[src/hw/rtl/itp_pkg.sv]
// ----------------------------------------------------------------------------
// itp_pkg
// Shared constants, codes and helper functions of the infix-to-postfix block.
// ----------------------------------------------------------------------------
package itp_pkg;

    localparam int STACK_DEPTH = 16;
    localparam int CNT_W       = $clog2(STACK_DEPTH + 1);
    localparam int ADDR_W      = $clog2(STACK_DEPTH);
    localparam int CODE_W      = 3;
    localparam int SYM_W       = 8;

    // operator codes held on the stack
    localparam logic [CODE_W-1:0] CODE_LPAREN = 3'd0;
    localparam logic [CODE_W-1:0] CODE_ADD    = 3'd1;
    localparam logic [CODE_W-1:0] CODE_SUB    = 3'd2;
    localparam logic [CODE_W-1:0] CODE_MUL    = 3'd3;
    localparam logic [CODE_W-1:0] CODE_DIV    = 3'd4;
    localparam logic [CODE_W-1:0] CODE_MOD    = 3'd5;
    localparam logic [CODE_W-1:0] CODE_POW    = 3'd6;
    localparam logic [CODE_W-1:0] CODE_NONE   = 3'd7;

    typedef enum logic [2:0] {
        KIND_NONE,
        KIND_ALNUM,
        KIND_LPAR,
        KIND_RPAR,
        KIND_OP,
        KIND_END
    } kind_t;

    typedef enum logic [1:0] {
        ST_IDLE,
        ST_POP,
        ST_TERM
    } state_t;

    function automatic logic [CODE_W-1:0] op_code(input logic [SYM_W-1:0] c);
        case (c)
            "+":     op_code = CODE_ADD;
            "-":     op_code = CODE_SUB;
            "*":     op_code = CODE_MUL;
            "/":     op_code = CODE_DIV;
            "%":     op_code = CODE_MOD;
            "^":     op_code = CODE_POW;
            default: op_code = CODE_NONE;
        endcase
    endfunction

    function automatic logic [1:0] prec(input logic [CODE_W-1:0] code);
        case (code)
            CODE_ADD, CODE_SUB:           prec = 2'd1;
            CODE_MUL, CODE_DIV, CODE_MOD: prec = 2'd2;
            CODE_POW:                     prec = 2'd3;
            default:                      prec = 2'd0;
        endcase
    endfunction

    function automatic logic [SYM_W-1:0] code_char(input logic [CODE_W-1:0] code);
        case (code)
            CODE_LPAREN: code_char = "(";
            CODE_ADD:    code_char = "+";
            CODE_SUB:    code_char = "-";
            CODE_MUL:    code_char = "*";
            CODE_DIV:    code_char = "/";
            CODE_MOD:    code_char = "%";
            CODE_POW:    code_char = "^";
            default:     code_char = '0;
        endcase
    endfunction

    function automatic logic is_alnum(input logic [SYM_W-1:0] c);
        is_alnum = (c >= "0" && c <= "9") || (c >= "A" && c <= "Z") ||
                   (c >= "a" && c <= "z");
    endfunction

endpackage

[src/hw/rtl/itp_stack_ram.sv]
// ----------------------------------------------------------------------------
// itp_stack_ram
// Simple dual-port RAM, one write and one registered read port.
// ----------------------------------------------------------------------------
module itp_stack_ram #(
    parameter int DEPTH  = 16,
    parameter int WIDTH  = 3,
    parameter int ADDR_W = $clog2(DEPTH)
) (
    input  logic              aclk,
    input  logic              wr_en,
    input  logic [ADDR_W-1:0] wr_addr,
    input  logic [WIDTH-1:0]  wr_data,
    input  logic              rd_en,
    input  logic [ADDR_W-1:0] rd_addr,
    output logic [WIDTH-1:0]  rd_data
);

    logic [WIDTH-1:0] mem [DEPTH];

    always_ff @(posedge aclk) begin
        if (wr_en) begin
            mem[wr_addr] <= wr_data;
        end
    end

    always_ff @(posedge aclk) begin
        if (rd_en) begin
            rd_data <= mem[rd_addr];
        end
    end

endmodule

[src/hw/rtl/infix_to_postfix_converter.sv]
// ----------------------------------------------------------------------------
// infix_to_postfix_converter
// Shunting-yard conversion of an infix character stream to postfix.
// ----------------------------------------------------------------------------
// One ASCII character comes in per transfer on the s_ side; s_tlast marks the
// end of an expression. Letters and digits go straight out; '(' and operators
// are kept on a 16-entry operator stack held in a RAM with a registered read.
// Handling: a letter, digit, '(' or ignored character is finished when it is
// accepted. A ')', an operator or an end marker is accepted, then the stack
// entries it inspects are read one by one: each popped entry (the read of the
// next entry overlaps the pop) and then the entry that stops the pops, a '('
// or an operator of lower precedence, where there is one. An operator on an
// empty stack is pushed in its accept cycle. The end marker's pops are followed
// by its terminating transfer. The single read port of the stack RAM limits
// the stack to one pop per cycle while m_tready does not hold off a waiting
// result; a held-off result stalls the pops. The terminating transfer carries
// m_tlast = 1, m_tdata = 0 and m_tuser = 1 if any push onto a full stack was
// dropped since the previous end marker. The RAM is not cleared at reset:
// only entries below the stack count are ever read.
// ----------------------------------------------------------------------------
module infix_to_postfix_converter (
    input  logic       aclk,
    input  logic       aresetn,
    // input channel
    input  logic       s_tvalid,
    output logic       s_tready,
    input  logic [7:0] s_tdata,   // [7:0] symbol
    input  logic       s_tlast,   // expr_end
    // result channel
    output logic       m_tvalid,
    input  logic       m_tready,
    output logic [7:0] m_tdata,   // [7:0] out_symbol
    output logic       m_tlast,   // last
    output logic [0:0] m_tuser    // [0] overflow
);

    // ---- state registers ----
    itp_pkg::state_t                   state_reg, state_next;
    logic [itp_pkg::CNT_W-1:0]         cnt_reg, cnt_next;
    logic                              ovf_reg, ovf_next;
    itp_pkg::kind_t                    kind_reg, kind_next;
    logic [itp_pkg::CODE_W-1:0]        op_reg, op_next;

    // ---- output register ----
    logic                              m_valid_reg, m_valid_next;
    logic [itp_pkg::SYM_W-1:0]         m_sym_reg, m_sym_next;
    logic                              m_last_reg, m_last_next;
    logic                              m_ovf_reg, m_ovf_next;

    // ---- stack RAM ports ----
    logic                              wr_en;
    logic [itp_pkg::ADDR_W-1:0]        wr_addr;
    logic [itp_pkg::CODE_W-1:0]        wr_data;
    logic                              rd_en;
    logic [itp_pkg::ADDR_W-1:0]        rd_addr;
    logic [itp_pkg::CODE_W-1:0]        top_code;

    // ---- control helpers ----
    logic                              out_free;
    logic                              s_xfer;
    itp_pkg::kind_t                    in_kind;
    logic [itp_pkg::CODE_W-1:0]        in_code;
    logic [itp_pkg::CNT_W-1:0]         cnt_m1, cnt_m2, push_base;
    logic [itp_pkg::CNT_W-1:0]         push_cnt;
    logic                              push_req;
    logic [itp_pkg::CODE_W-1:0]        push_code;
    logic                              pop_cond;
    logic                              emit;
    logic [itp_pkg::SYM_W-1:0]         emit_sym;
    logic                              emit_last;
    logic                              emit_ovf;

    itp_stack_ram #(
        .DEPTH  (itp_pkg::STACK_DEPTH),
        .WIDTH  (itp_pkg::CODE_W),
        .ADDR_W (itp_pkg::ADDR_W)
    ) u_stack (
        .aclk    (aclk),
        .wr_en   (wr_en),
        .wr_addr (wr_addr),
        .wr_data (wr_data),
        .rd_en   (rd_en),
        .rd_addr (rd_addr),
        .rd_data (top_code)
    );

    // output slot can take a new result this cycle
    assign out_free = !m_valid_reg || m_tready;
    assign s_tready = (state_reg == itp_pkg::ST_IDLE) && out_free;
    assign s_xfer   = s_tvalid && s_tready;

    assign cnt_m1   = cnt_reg - itp_pkg::CNT_W'(1);
    assign cnt_m2   = cnt_reg - itp_pkg::CNT_W'(2);
    assign push_cnt = push_base + itp_pkg::CNT_W'(1);

    // classify the incoming character
    always_comb begin
        in_code = itp_pkg::op_code(s_tdata);
        if (s_tlast) begin
            in_kind = itp_pkg::KIND_END;
        end else if (itp_pkg::is_alnum(s_tdata)) begin
            in_kind = itp_pkg::KIND_ALNUM;
        end else if (s_tdata == "(") begin
            in_kind = itp_pkg::KIND_LPAR;
        end else if (s_tdata == ")") begin
            in_kind = itp_pkg::KIND_RPAR;
        end else if (in_code != itp_pkg::CODE_NONE) begin
            in_kind = itp_pkg::KIND_OP;
        end else begin
            in_kind = itp_pkg::KIND_NONE;
        end
    end

    // does the entry now on top get popped for the pending character
    always_comb begin
        case (kind_reg)
            itp_pkg::KIND_END:  pop_cond = 1'b1;
            itp_pkg::KIND_RPAR: pop_cond = (top_code != itp_pkg::CODE_LPAREN);
            itp_pkg::KIND_OP:   pop_cond = itp_pkg::prec(top_code) >= itp_pkg::prec(op_reg);
            default:            pop_cond = 1'b0;
        endcase
    end

    // next state and datapath control
    always_comb begin
        state_next = state_reg;
        cnt_next   = cnt_reg;
        ovf_next   = ovf_reg;
        kind_next  = kind_reg;
        op_next    = op_reg;
        rd_en      = 1'b0;
        rd_addr    = cnt_m1[itp_pkg::ADDR_W-1:0];
        push_req   = 1'b0;
        push_base  = cnt_reg;
        push_code  = op_reg;
        emit       = 1'b0;
        emit_sym   = '0;
        emit_last  = 1'b0;
        emit_ovf   = 1'b0;

        case (state_reg)
            itp_pkg::ST_IDLE: begin
                if (s_xfer) begin
                    kind_next = in_kind;
                    op_next   = in_code;
                    case (in_kind)
                        itp_pkg::KIND_ALNUM: begin
                            emit     = 1'b1;
                            emit_sym = s_tdata;
                        end
                        itp_pkg::KIND_LPAR: begin
                            push_req  = 1'b1;
                            push_code = itp_pkg::CODE_LPAREN;
                        end
                        itp_pkg::KIND_RPAR: begin
                            if (cnt_reg != '0) begin
                                rd_en      = 1'b1;
                                state_next = itp_pkg::ST_POP;
                            end
                        end
                        itp_pkg::KIND_OP: begin
                            if (cnt_reg != '0) begin
                                rd_en      = 1'b1;
                                state_next = itp_pkg::ST_POP;
                            end else begin
                                push_req  = 1'b1;
                                push_code = in_code;
                            end
                        end
                        itp_pkg::KIND_END: begin
                            if (cnt_reg != '0) begin
                                rd_en      = 1'b1;
                                state_next = itp_pkg::ST_POP;
                            end else begin
                                state_next = itp_pkg::ST_TERM;
                            end
                        end
                        default: ;
                    endcase
                end
            end

            // top_code holds the entry at cnt_reg - 1
            itp_pkg::ST_POP: begin
                if (pop_cond) begin
                    if (out_free) begin
                        emit     = 1'b1;
                        emit_sym = itp_pkg::code_char(top_code);
                        cnt_next = cnt_m1;
                        if (cnt_m1 == '0) begin
                            case (kind_reg)
                                itp_pkg::KIND_END: state_next = itp_pkg::ST_TERM;
                                itp_pkg::KIND_OP: begin
                                    push_req   = 1'b1;
                                    push_base  = cnt_m1;
                                    state_next = itp_pkg::ST_IDLE;
                                end
                                default: state_next = itp_pkg::ST_IDLE;
                            endcase
                        end else begin
                            // fetch the next entry down while popping this one
                            rd_en   = 1'b1;
                            rd_addr = cnt_m2[itp_pkg::ADDR_W-1:0];
                        end
                    end
                end else if (kind_reg == itp_pkg::KIND_RPAR) begin
                    // matching '(' is discarded
                    cnt_next   = cnt_m1;
                    state_next = itp_pkg::ST_IDLE;
                end else begin
                    push_req   = 1'b1;
                    state_next = itp_pkg::ST_IDLE;
                end
            end

            itp_pkg::ST_TERM: begin
                if (out_free) begin
                    emit       = 1'b1;
                    emit_last  = 1'b1;
                    emit_ovf   = ovf_reg;
                    ovf_next   = 1'b0;
                    state_next = itp_pkg::ST_IDLE;
                end
            end

            default: state_next = itp_pkg::ST_IDLE;
        endcase

        // push; dropped with sticky overflow when the stack is full
        wr_en   = 1'b0;
        wr_addr = push_base[itp_pkg::ADDR_W-1:0];
        wr_data = push_code;
        if (push_req) begin
            if (push_base == itp_pkg::CNT_W'(itp_pkg::STACK_DEPTH)) begin
                ovf_next = 1'b1;
            end else begin
                wr_en    = 1'b1;
                cnt_next = push_cnt;
            end
        end
    end

    // output register next value
    always_comb begin
        m_valid_next = m_valid_reg && !m_tready;
        m_sym_next   = m_sym_reg;
        m_last_next  = m_last_reg;
        m_ovf_next   = m_ovf_reg;
        if (emit) begin
            m_valid_next = 1'b1;
            m_sym_next   = emit_sym;
            m_last_next  = emit_last;
            m_ovf_next   = emit_ovf;
        end
    end

    always_ff @(posedge aclk) begin
        if (!aresetn) begin
            state_reg   <= itp_pkg::ST_IDLE;
            cnt_reg     <= '0;
            ovf_reg     <= 1'b0;
            m_valid_reg <= 1'b0;
        end else begin
            state_reg   <= state_next;
            cnt_reg     <= cnt_next;
            ovf_reg     <= ovf_next;
            m_valid_reg <= m_valid_next;
        end
    end

    always_ff @(posedge aclk) begin
        kind_reg   <= kind_next;
        op_reg     <= op_next;
        m_sym_reg  <= m_sym_next;
        m_last_reg <= m_last_next;
        m_ovf_reg  <= m_ovf_next;
    end

    assign m_tvalid   = m_valid_reg;
    assign m_tdata    = m_sym_reg;
    assign m_tlast    = m_last_reg;
    assign m_tuser[0] = m_ovf_reg;

endmodule
[config.mk]
export PLATFORM = sky130hd
export DESIGN_NAME = infix_to_postfix_converter
export DESIGN_NICKNAME = d
export VERILOG_FILES = /design/src/hw/rtl/itp_pkg.sv /design/src/hw/rtl/itp_stack_ram.sv /design/src/hw/rtl/infix_to_postfix_converter.sv
export SDC_FILE = /design/constraint.sdc
export NUM_CORES = 1
export LEC_CHECK = 0
export ABC_AREA = 1
export ABC_CLOCK_PERIOD_IN_PS = 4400
export BUFFER_PORTS_ARGS = -buffer_cell sky130_fd_sc_hd__buf_4
export CORE_MARGIN = 2
export CORE_UTILIZATION = 61
export CTS_CLUSTER_DIAMETER = 150
export DETAILED_ROUTE_END_ITERATION = 16
export PLACE_DENSITY = 0.8
export SLEW_MARGIN = 5
export SYNTH_ARGS = -nofsm -noshare
export SYNTH_HDL_FRONTEND = slang
export SYNTH_SLANG_ARGS = --single-unit
[constraint.sdc]
create_clock -name aclk -period 4.4 [get_ports aclk]
set_input_delay 0.44 -clock aclk [delete_from_list [all_inputs] [get_ports aclk]]
set_output_delay 0.44 -clock aclk [all_outputs]
set_load 0.05 [all_outputs]
# --- Word level (Yosys, flattened, before mapping) ---
# Memories as Yosys holds them, arrays and structs flattened. A register that Yosys moved wholly into a read port is not among the register bits.
# Index checks and enable logic that the tools add are counted.
word_totals:
  ff_bits: 25
  latch_bits: 0
  mem_bits_rw: 48
  romBits: 0
  input_bits: 13
  output_inout_bits: 12
  elab_cells: 159
  mem_count: 1
memory_table:
  columns: ["name", "depth", "width", "rd", "rd_clocked_by_memory_dff", "write_ports", "line_no", "rtl"]
  rows:
  - ["u_stack.mem", 16, 3, 1, 1, 1, "itp_stack_ram.sv:19", "logic [WIDTH-1:0] mem [DEPTH];"]
classes:
  addsub: 3
  mul: 0
  div: 0
  magnitude_cmp: 7
  n_eq_ne: 38
  n_shift: 0
  n_mux: 76
  n_bitwise: 0
  reduce_logical: 25
ops:
  columns: ["cell", "n"]
  rows:
  - ["$eq 8x6->1 const B", 7]
  - ["$mux 5", 11]
  - ["$pmux 7 s7", 1]
  - ["$eq 3x3->1 const B", 10]
  - ["$mux 1", 26]
  - ["$mux 3", 8]
  - ["$eq 3x2->1 const B", 7]
  - ["$mux 2", 10]
  - ["$pmux 2 s3", 3]
  - ["$pmux 3 s6", 1]
  - ["$ge 8x7->1 const B", 2]
  - ["$le 8x7->1 const B", 2]
  - ["$mux 4", 4]
  - ["$mux 8", 2]
  - ["$pmux 8 s2", 1]
  - ["$mux 7", 2]
  - ["$eq 3x1->1 const B", 3]
  - ["$ne 3x3->1 const B", 3]
  - ["$reduce_or 3->1", 3]
  - ["$eq 8x7->1 const B", 1]
  - ["$ge 8x6->1 const B", 1]
  - ["$le 8x6->1 const B", 1]
  - ["$logic_and 1x1->1", 6]
  - ["$ne 3x2->1 const B", 2]
  - ["other kinds (22)", 32]

# --- Depth between registers and ports, before layout ---
logic_depth:
  depth_word: 15
  ltp_mapped: 23
  depth_no_buf: 23

# --- Hierarchy ---
# A second synthesis with hierarchy kept.
hier_totals:
  cells_unflattened: 525
  hier_area_um2: 4311.6
modules_own_cells:
  columns: ["mod", "n_inst", "cells_each", "area_each_um2", "seq_area_each_um2"]
  rows:
  - ["itp_stack_ram", 1, 224, 2269.7, 1531.5]
  - ["infix_to_postfix_converter", 1, 301, 2042.0, 660.6]

# --- Worst setup path before layout ---
# OpenSTA, ideal clock, no wires.
synth_timing:
  path_kind: "reg-to-reg"
  from: "register u_stack.rd_data[1], read port of u_stack.mem"
  to: "memory u_stack.mem[0][0], enable pin"
  setup_ns: 0.345
  t_arrival_ns: 2.772
  required_time_ns: 4.055
  slack_ns: 1.283
  path_stages_with_launch: 20
  path_buffers: 1
  synth_period_minus_slack_ns: 3.117
  cell_sequence: "edfxtp_1 xor2_1 o21ai_0 ha_1 nand2_1 nand3_1 nand2_1 nand3_2 nand2_1 inv_1 nand2_2 o21ai_0 inv_1 ha_1 nand2_1 inv_1 nand2_4 nand2_4 buf_6 nor3_1"
synth_via:
  elab_chain_len: 13
  elab_cells_between_ends: 22
  cone_classes: "1 x order compare; 7 x eq/ne; 11 x mux; 3 x reduce/logical"
synth_rtl:
  columns: ["item", "line_no", "rtl"]
  rows:
  - ["from (decl)", "itp_stack_ram.sv:16", "output logic [WIDTH-1:0] rd_data"]
  - ["$eq 3x3->1 (tied with other cells)", "itp_pkg.sv:51", "case (code)"]
  - ["$reduce_or 3->1 or $reduce_or 2->1 (tied branches)", "itp_pkg.sv:51", null]
  - ["$pmux 2 s3", "itp_pkg.sv:51", null]
  - ["$mux 2", "infix_to_postfix_converter.sv:116", "case (kind_reg)"]
  - ["$ge 2x2->1", "infix_to_postfix_converter.sv:119", "itp_pkg::KIND_OP: pop_cond = itp_pkg::prec(top_code) >= itp_pkg::prec(op_reg);"]
  - ["$pmux 1 s3 (*)", "infix_to_postfix_converter.sv:116", null]
  - ["$mux 5", "infix_to_postfix_converter.sv:185", "if (pop_cond) begin"]
  - ["$mux 5", "infix_to_postfix_converter.sv:141", "case (state_reg)"]
  - ["$eq 5x5->1", "infix_to_postfix_converter.sv:234", "if (push_base == itp_pkg::CNT_W'(itp_pkg::STACK_DEPTH)) begin"]
  - ["$mux 1", "infix_to_postfix_converter.sv:234", null]
  - ["$mux 1", "infix_to_postfix_converter.sv:233", "if (push_req) begin"]
  - ["$mux 1", "itp_stack_ram.sv:22", "if (wr_en) begin"]
  - ["$mux 1 (not written as such)", "itp_stack_ram.sv:23", "mem[wr_addr] <= wr_data;"]
  - ["to (decl)", "itp_stack_ram.sv:19", null]
# Every way passes the cells marked *; elsewhere a longest branch is shown, timed or not. The select of a mux whose other input is x is not followed.

# --- Worst setup path after layout ---
layout_timing:
  from: "register u_stack.rd_data[2], read port of u_stack.mem"
  to: "memory u_stack.mem[9][2], enable pin"
# The elaborated chain is that of the path after synthesis.

==> run metrics <==
Worst Skew 9.277 ps; main combinational cell family by area after synthesis simple AND/OR/NAND/NOR gates; share of layout cells above drive strength 1 0.1157; Seq pwr share 0.458; drt first pass iters 5; CP max FO 21; Least-Margin Pin Slew 1020 ps; IO Pins 25; Synth area leader edfxtp_1; simple-gate share of the synthesized area 0.2704; buffer count from post-CTS setup fixing 0; Worst setup SP type flip-flop; Post-Synthesis Cells 501; crit path launch u_stack.rd_data[2]$_DFFE_PP_; CTS resizes 0; flip-flop count of the largest register after layout 48; GRT Overall Usage 0.2748; Post-DP HPWL 7217 µm; number of enable flip-flop cells after synthesis 67; hold depth 3; post-synth top area share 0.4661; CTS root buf clkbuf_8; number of CTS-inserted buffers 9; Critical Path RT roughly 4400 ps; YS warnings 0; routed length per instance 15.86 µm; chip width between 80 and 90 µm; initial antenna violation count 0; Setup crit end u_stack.mem[9][2]$_DFFE_PP_; IO buf count 24; die area 7765 µm²; power share of the combinational group 0.245; first-pass GRT wire length 15940 µm; row count 30; synthesized area about 4300 µm²; TritonCTS clock tree done; Power Dens Cells ~380 nW/µm²; Final Hold Viols 0; switching share of power 0.3265; max frequency roughly 270 MHz; Synth Area in Adders 0.03188; R2R depth 18; Rel. slew slack 0.3153; post-layout minimum cycle time roughly 3600 ps; final net count 555; XOR/XNOR share of the synthesized area 0.01826; die height 88.12 µm; Tcrit/Tclk final 0.8295; most common library cells after synthesis nand2_1 (99), inv_1 (93), edfxtp_1 (67); Clock Power Share 0.297; Hold Buf Count CTS 0; Area after DPL between 4000 and 5000 µm²; Synth cell types 38; Power Total 0.001818 W; via count 3605; Routability Congestion about 0.88; core area 6832 µm²; Hold WC Path Type input port to flip-flop; Clock Path Buffers 2; Synth Area in Compound Gates 0.07333; grt total ovfl 0; largest net degree at the start of global routing 22; max-cap check violation count 0; Async SR Flop Fraction 0; Syn Area/Cell 8.616 µm²; maximum vdd drop 186.4 µV; drt initial violations 333; endpoint class of the critical path flip-flop; worst r2r src u_stack.rd_data[2]$_DFFE_PP_; vias per inst 5.704; final instance area around 4800 µm²; multi-input logic area 1704 µm²; Area contributors post-synth edfxtp_1 (47%), nand2_1 (8.6%), inv_1 (8.1%), nand3_1 (7.5%), dfxtp_1 (4.2%); ANT cells 0; reg2reg setup slack 750 ps; Top FF cell, synth edfxtp_1; H-tree levels 3; leak pwr 2.073 nW; Sw Pwr 0.0005936 W; reg2reg end u_stack.mem[9][2]$_DFFE_PP_; Sink Count 76; Clock transition at path regs 80 ps; Internal 0.001225 W; placed insts 616; mux contribution to synthesized area 0; Setup Total Neg Slack 0 ps; WS Path Type flip-flop to flip-flop; layout filler cell count about 570; most common cell in the synthesized netlist nand2_1; Reg area between 2000 and 2500 µm²; FF+latch count, synth 76; worst hold start aresetn; number of global-route vias before repair 3377; Total Wirelength around 10000 µm; Syn Nets 525; Skew-Pair Late Insertion Delay 360 ps; Area Growth Syn to Fin 10.87%; RSZ-0062 raised after global routing false; sequential share of the synthesized area 0.5078; fin cells between 600 and 700; Setup-failing EPs final 0; outcome finished clean; # DRC 0; Post-DRT Antenna Nets 0; Slew Limit Fails 0; initial core utilization 0.6319; WP data arrival approximately 3700 ps
-- power groups by stage --
| stage | Combinational [W] | Sequential [W] | Clock, W |
|---|---|---|---|
| 2_1_floorplan | 0.000294 | 0.000876 | 0 |
| 3_3_place_gp | 0.000427 | 0.000848 | 0 |
| 3_5_place_dp | 0.000436 | 0.000850 | 0 |
| 4_1_cts | 0.000438 | 0.000833 | 0.000537 |
| 5_1_grt | 0.000488 | 0.000837 | 0.000565 |
| 6_report | 0.000445 | 0.000834 | 0.000540 |
-- worst min path at each step --
| stage | to | slack, ps |
|---|---|---|
| 5_1_grt | m_tvalid$_SDFF_PN0_ | 360 |
| 2_1_floorplan | ovf_reg$_SDFF_PN0_ | 440 |
| 6_report | m_tvalid$_SDFF_PN0_ | 320 |
| 3_3_place_gp | ovf_reg$_SDFF_PN0_ | 460 |
| 3_5_place_dp | ovf_reg$_SDFF_PN0_ | 460 |
| 4_1_cts | m_tvalid$_SDFF_PN0_ | 330 |
-- cell type report --
type	count	share of cell area
clock inverters	3	0.009673
inverters	97	0.07608
clock buffers	13	0.03111
well taps	96	0.02510
flip-flops and latches	76	0.4580
multi-input cells	319	0.3561
repair buffers	28	0.04392
-- per-stage QoR --
step	hold slack (ps)	utilization	setup WS (ps)
3_3_place_gp	457.4	0.6720	1061
4_1_cts	333.5	0.7005	781.2
5_1_grt	359.6	0.7005	455.7
6_report	322.8	0.7005	750.2
2_1_floorplan	443.6	-	1283
3_5_place_dp	461.0	0.6720	799.5
-- logic make-up after synthesis --
family	after synthesis
flops	76
other cells	1
compound gates	52
simple gates	246
fa+ha+maj	11
xor+xnor	9
buf+inv	106
-- critical path: stages (launching register included) --
cell and delay, ps:
edfxtp_1 480, nand2_1 170, o221ai_1 140, ha_1 320, nand2_1 50, nand3_1 90
nand2_1 70, nand3_2 140, nand2_1 130, inv_1 110, nand2_2 60, o21ai_0 340
inv_1 120, ha_1 230, nand2_1 70, inv_1 70, nand2_4 100, nand2_4 160
nor3_1 450
-- cell usage in the layout (no fill, tap or decap), types with 10 or more instances in the layout --
cell type,count
ha_1,11
nand3_1,65
nor3_1,21
nand2_1,99
inv_1,93
a21oi_1,14
nor2_1,29
clkbuf_8,10
o21ai_0,15
edfxtp_1,67
buf_4,28
-- metal layers --
metal	global-route usage	share of wire	up-vias
met5	0	0	-
met4	0.1336	0.023	0
met3	0.04807	0.064	22
met2	0.4497	0.49	140
met1	0.3554	0.42	1712
li1	-	-	1731
Note: power is estimated with default switching activity, not from simulation.
